$ cat src/design/rdrt_pkg.sv
// Package for the relay de-duplication and retransmit table.
// Holds shared entry type, operation codes and the seed scrambler.
`timescale 1ns / 1ps
`default_nettype none
package rdrt_pkg;
  localparam logic [1:0] OP_RECORD = 2'd0;
  localparam logic [1:0] OP_LOOKUP = 2'd1;
  localparam logic [1:0] OP_TICK   = 2'd2;
  localparam logic [31:0] LCG_MUL = 32'd1664525;
  localparam logic [31:0] LCG_ADD = 32'd1013904223;
  localparam logic [1:0] RETRY_COUNT = 2'd3;

  typedef struct packed {
    logic [31:0] tag;
    logic [31:0] logger;
    logic [47:0] etime;
    logic [7:0]  kind;
    logic [1:0]  retries;
  } entry_t;

  function automatic logic [31:0] lcg_step(input logic [31:0] s);
    lcg_step = s * LCG_MUL + LCG_ADD;
  endfunction
endpackage
`default_nettype wire

$ cat src/design/rdrt_cell.sv
// One table cell of the rotating ring: holds an entry and passes it on.
// Depends on rdrt_pkg.
`timescale 1ns / 1ps
`default_nettype none
module rdrt_cell import rdrt_pkg::*; (
  input  wire logic   clk,
  input  wire logic   rst,
  input  wire logic   shift,
  input  wire entry_t din,
  output entry_t      dout
);
  always_ff @(posedge clk) begin
    if (rst) begin
      dout <= '0;
    end else if (shift) begin
      dout <= din;
    end
  end
endmodule
`default_nettype wire

$ cat config.mk
export PLATFORM = sky130hd
export DESIGN_NAME = rdrt_cell
export DESIGN_NICKNAME = d
export VERILOG_FILES = /design/src/design/rdrt_pkg.sv /design/src/design/rdrt_cell.sv
export SDC_FILE = /design/constraint.sdc
export NUM_CORES = 1
export LEC_CHECK = 0
export ABC_AREA = 0
export BUFFER_PORTS_ARGS = -buffer_cell sky130_fd_sc_hd__buf_2
export CAP_MARGIN = 20
export CELL_PAD_IN_SITES_DETAIL_PLACEMENT = 1
export CELL_PAD_IN_SITES_GLOBAL_PLACEMENT = 1
export CORE_MARGIN = 2
export CORE_UTILIZATION = 32
export DETAILED_ROUTE_END_ITERATION = 8
export PLACE_DENSITY = 0.77
export SYNTH_ARGS = -nofsm -noshare
export SYNTH_HDL_FRONTEND = slang
export SYNTH_SLANG_ARGS = --single-unit
$ cat constraint.sdc
create_clock -name clk -period 1.1 [get_ports clk]
set_input_delay 0.22 -clock clk [delete_from_list [all_inputs] [get_ports clk]]
set_output_delay 0.22 -clock clk [all_outputs]
set_load 0.02 [all_outputs]
==> reports/qor.txt <==
=======================================================================================
Depth of the worst register-to-register path                                          4
Crit. End Element                                                           output port
Net Sw Frac                                                                       25.0%
Number of instances in the synthesized netlist                                      394
Final Cycle Share                                                                  101%
# diodes                                                                              0
Commonest cells in the synthesized netlist                                 122 x sky130_fd_sc_hd__dfxtp_1, 122 x sky130_fd_sc_hd__mux2i_1, 122 x sky130_fd_sc_hd__nor2_1, 9 x sky130_fd_sc_hd__buf_2, 9 x sky130_fd_sc_hd__buf_8
Post-route DRC                                                                        0
Mux cell area share after synthesis                                               28.0%
Die span in y                                                                    121 um
Antenna violations before repair                                                      0
Levels on crit path                                                                   1
Portion of the post-synthesis area used by sequential elements                    56.0%
H-tree Lvls                                                                           4
Share of the synthesized area in the top cell type                                56.0%
Register containing the most flip-flops in the final layout                        dout
Min setup slack post-route                                                     -6.84 ps
Overall power                                                                   12.8 mW
Number of vias per cell                                                            4.55
Placeable core region                                                        0.0133 mm2
Final WL                                                                      14,700 um
Vias in the first global route                                                    4,414
Mapped Area                                                                 0.00436 mm2
Static leakage power                                                            3.75 nW
Clock slew seen by the registers of the worst setup and hold paths                60 ps
Effective utilization at floorplan                                                32.8%
Overall overflow remaining after global route                                         0
Wire length of the first global-routing pass                                  22,600 um
Post-layout nets                                                                    794
Number of flip-flops in the largest register                                        122
Share of synthesized flip-flops with an asynchronous set or reset                    0%
HPWL reported at the end of detailed placement                                  9220 um
Number of violations reported at the end of detailed-routing iteration 0             87
Failing checks                                                             negative setup slack
Worst min path class                                                          in -> reg
Peak supply drop                                                             0.000998 V
Largest family of logic cells by synthesized area                          multiplexers
WHS                                                                             46.7 ps
Mean Syn Cell Area                                                             11.1 um2
Number of violations of the max-capacitance limit                                     0
Fmax                                                                            903 MHz
Tmin final                                                                      1110 ps
Adder-cell area share of the yosys netlist                                           0%
Largest net degree at the start of global routing                                    68
Worst slew margin                                                                 80.0%
Clock tree from TritonCTS                                                          done
Final estimated routing congestion in global placement                            0.729
Detailed-route wire length per cell                                             17.1 um
Critical path origin                                                       dout[3]$_SDFFE_PP0P_
Worst-path cell chain                                                             buf_6
Port Buffer Count                                                                   246
Setup WS pre-CTS                                                                8.10 ps
Post-Synth XOR/XNOR Area                                                             0%
Layout cells sized above 1                                                        64.2%
R2R Path End                                                               dout[107]$_SDFFE_PP0P_
Top Registers                                                                dout (122)
Worst-path cell with the longest stage delay                               sky130_fd_sc_hd__dfxtp_2
Combinational fraction of design power                                            14.9%
Total negative slack                                                           -13.0 ps
Clock insertion delay at the later pin of the skew report                        410 ps
Final count of pins violating max slew                                                0
Syn. warnings                                                                         0
Clock network fraction of design power                                            46.4%
Count of boundary I/O pins                                                          247
First drt pass iteration count                                                        4
Required time at the endpoint of the critical path                               880 ps
Pint                                                                            9.60 mW
Kind of cell adding the most delay to the critical path                      flip-flops
Delay of the slowest critical-path stage                                         350 ps
Outcome                                                                    complete, but fails checks
Unique cell type count in the Yosys netlist                                           7
Critical path start-end classification                                       reg -> out
Hold-fix buffers, CTS                                                                 0
PD cells                                                                    1710 mW/mm2
Switching power summed over all nets                                            3.20 mW
Count of placed standard cells in the final layout, fillers left out                858
Hold Vio Cnt, Final                                                                   0
Biggest area consumer among synthesized cells                              sky130_fd_sc_hd__dfxtp_1
Startpoint type of the worst setup path                                            flop
Reg power frac                                                                    38.6%
Endpoint arrival time on the critical path                                       890 ps
Ys flop type                                                               sky130_fd_sc_hd__dfxtp_1
Bufs on Longest Clock Path                                                            2
Number of cell rows                                                                  42
Number of nets in the synthesized netlist                                           519
Overall track demand over capacity in global routing                              20.1%
Leading post-synthesis cells by cell area                                  sky130_fd_sc_hd__dfxtp_1 56%, sky130_fd_sc_hd__mux2i_1 28%, sky130_fd_sc_hd__nor2_1 11%
Critical Path Fanout Max                                                              2
Worst Clk Skew                                                                     0 ps
# clock sinks                                                                       122
Slew @ Worst Pin                                                                 300 ps
Number of cells on the worst hold path                                                3
Simple logic cell fraction of the synthesized area                                10.5%
Number of buffers and inverters on the critical path                                  1
Startpoint of the worst-slack reg-to-reg timing path                       dout[107]$_SDFFE_PP0P_
Area growth, synth to finish                                                      71.6%
Setup repair after global routing missed its margin                                 yes
Detailed-route via count                                                          3,900
Area fraction in compound gates after synthesis                                      0%
Setup-violating endpoint count in the final report                                    3
Synthesized flop and latch total                                                    122
Critical Path Sink                                                              dout[3]
Total CTS buffers                                                                    17
Clock root buffer                                                          sky130_fd_sc_hd__clkbuf_16
Count of antenna-violating nets left after detailed routing                           0
Number of enable-type register cells in the synthesized netlist                       0
Die footprint                                                                0.0146 mm2
Placed cells                                                                        801
Worst R2R Setup Slack                                                            240 ps
Horizontal die dimension                                                         121 um
=======================================================================================
==> cells by family after synthesis <==
family        after synthesis
mux                       122
flops                     122
simple gates              122
buf+inv                    28
==> layer usage <==
layer | GRT usage [%] | wire, um | vias up
met3 | 7.97 | 1280 | 26
li1 | - | - | 1850
met1 | 19.7 | 5150 | 1864
met5 | 0 | 0 | -
met4 | 9.01 | 363 | 0
met2 | 37.1 | 7870 | 160
==> worst min-delay path: stages <==
cell and delay, ps:
sky130_fd_sc_hd__buf_2 80, sky130_fd_sc_hd__mux2i_1 60, sky130_fd_sc_hd__nor2_1 70
==> layout by cell type, fill, tap and decap left out <==
cell type / instances
sky130_fd_sc_hd__bufinv_16: 4
sky130_fd_sc_hd__buf_2: 122
sky130_fd_sc_hd__buf_6: 123
sky130_fd_sc_hd__inv_6: 2
sky130_fd_sc_hd__nor2_1: 122
sky130_fd_sc_hd__clkinv_4: 2
sky130_fd_sc_hd__buf_4: 34
sky130_fd_sc_hd__clkinvlp_4: 4
sky130_fd_sc_hd__clkbuf_8: 1
sky130_fd_sc_hd__dfxtp_2: 122
sky130_fd_sc_hd__buf_12: 5
sky130_fd_sc_hd__mux2i_1: 122
sky130_fd_sc_hd__clkinv_2: 2
sky130_fd_sc_hd__clkbuf_16: 17
==> how the worst min path moves through the flow <==
stage / to / slack [ps] / startpoint
floorplan: dout[100]$_SDFFE_PP0P_ / 370 / din[100]
detailed placement: dout[60]$_SDFFE_PP0P_ / 460 / din[60]
global placement: dout[23]$_SDFFE_PP0P_ / 450 / din[23]
CTS: dout[66]$_SDFFE_PP0P_ / 20 / din[66]
global route: dout[43]$_SDFFE_PP0P_ / 40 / din[43]
finish: dout[19]$_SDFFE_PP0P_ / 50 / din[19]
==> power by group through the flow <==
| stage | sequential, mW | clock, mW | combinational [mW] |
|---|---|---|---|
| 2_1_floorplan | 5.23 | 0 | 0.580 |
| 3_3_place_gp | 4.89 | 0 | 1.46 |
| 3_5_place_dp | 4.91 | 0 | 1.51 |
| 4_1_cts | 4.94 | 6.06 | 1.84 |
| 5_1_grt | 4.97 | 6.27 | 2.04 |
| 6_report | 4.95 | 5.94 | 1.91 |
==> area by class of cell <==
class / instances / area, um2
Fill cell: 1437 / 5820
Sequential cell: 122 / 2590
Timing Repair Buffer: 284 / 2350
Multi-Input combinational cell: 244 / 1680
Clock buffer: 18 / 439
Tap cell: 176 / 220
Clock inverter: 14 / 195
==> per-stage QoR <==
stage / instance area [um2] / util (%)
global placement: 5740 / 43.2
floorplan: 4360 / -
finish: 7480 / 56.3
CTS: 7340 / 55.2
detailed placement: 5740 / 43.2
global route: 7480 / 56.3
==> timing repair <==
action                     in CTS  in global routing
setup buffers                   7                 18
resized for setup             366                  0
setup endpoints to repair     122                111
(Power assumes the default switching activity.)
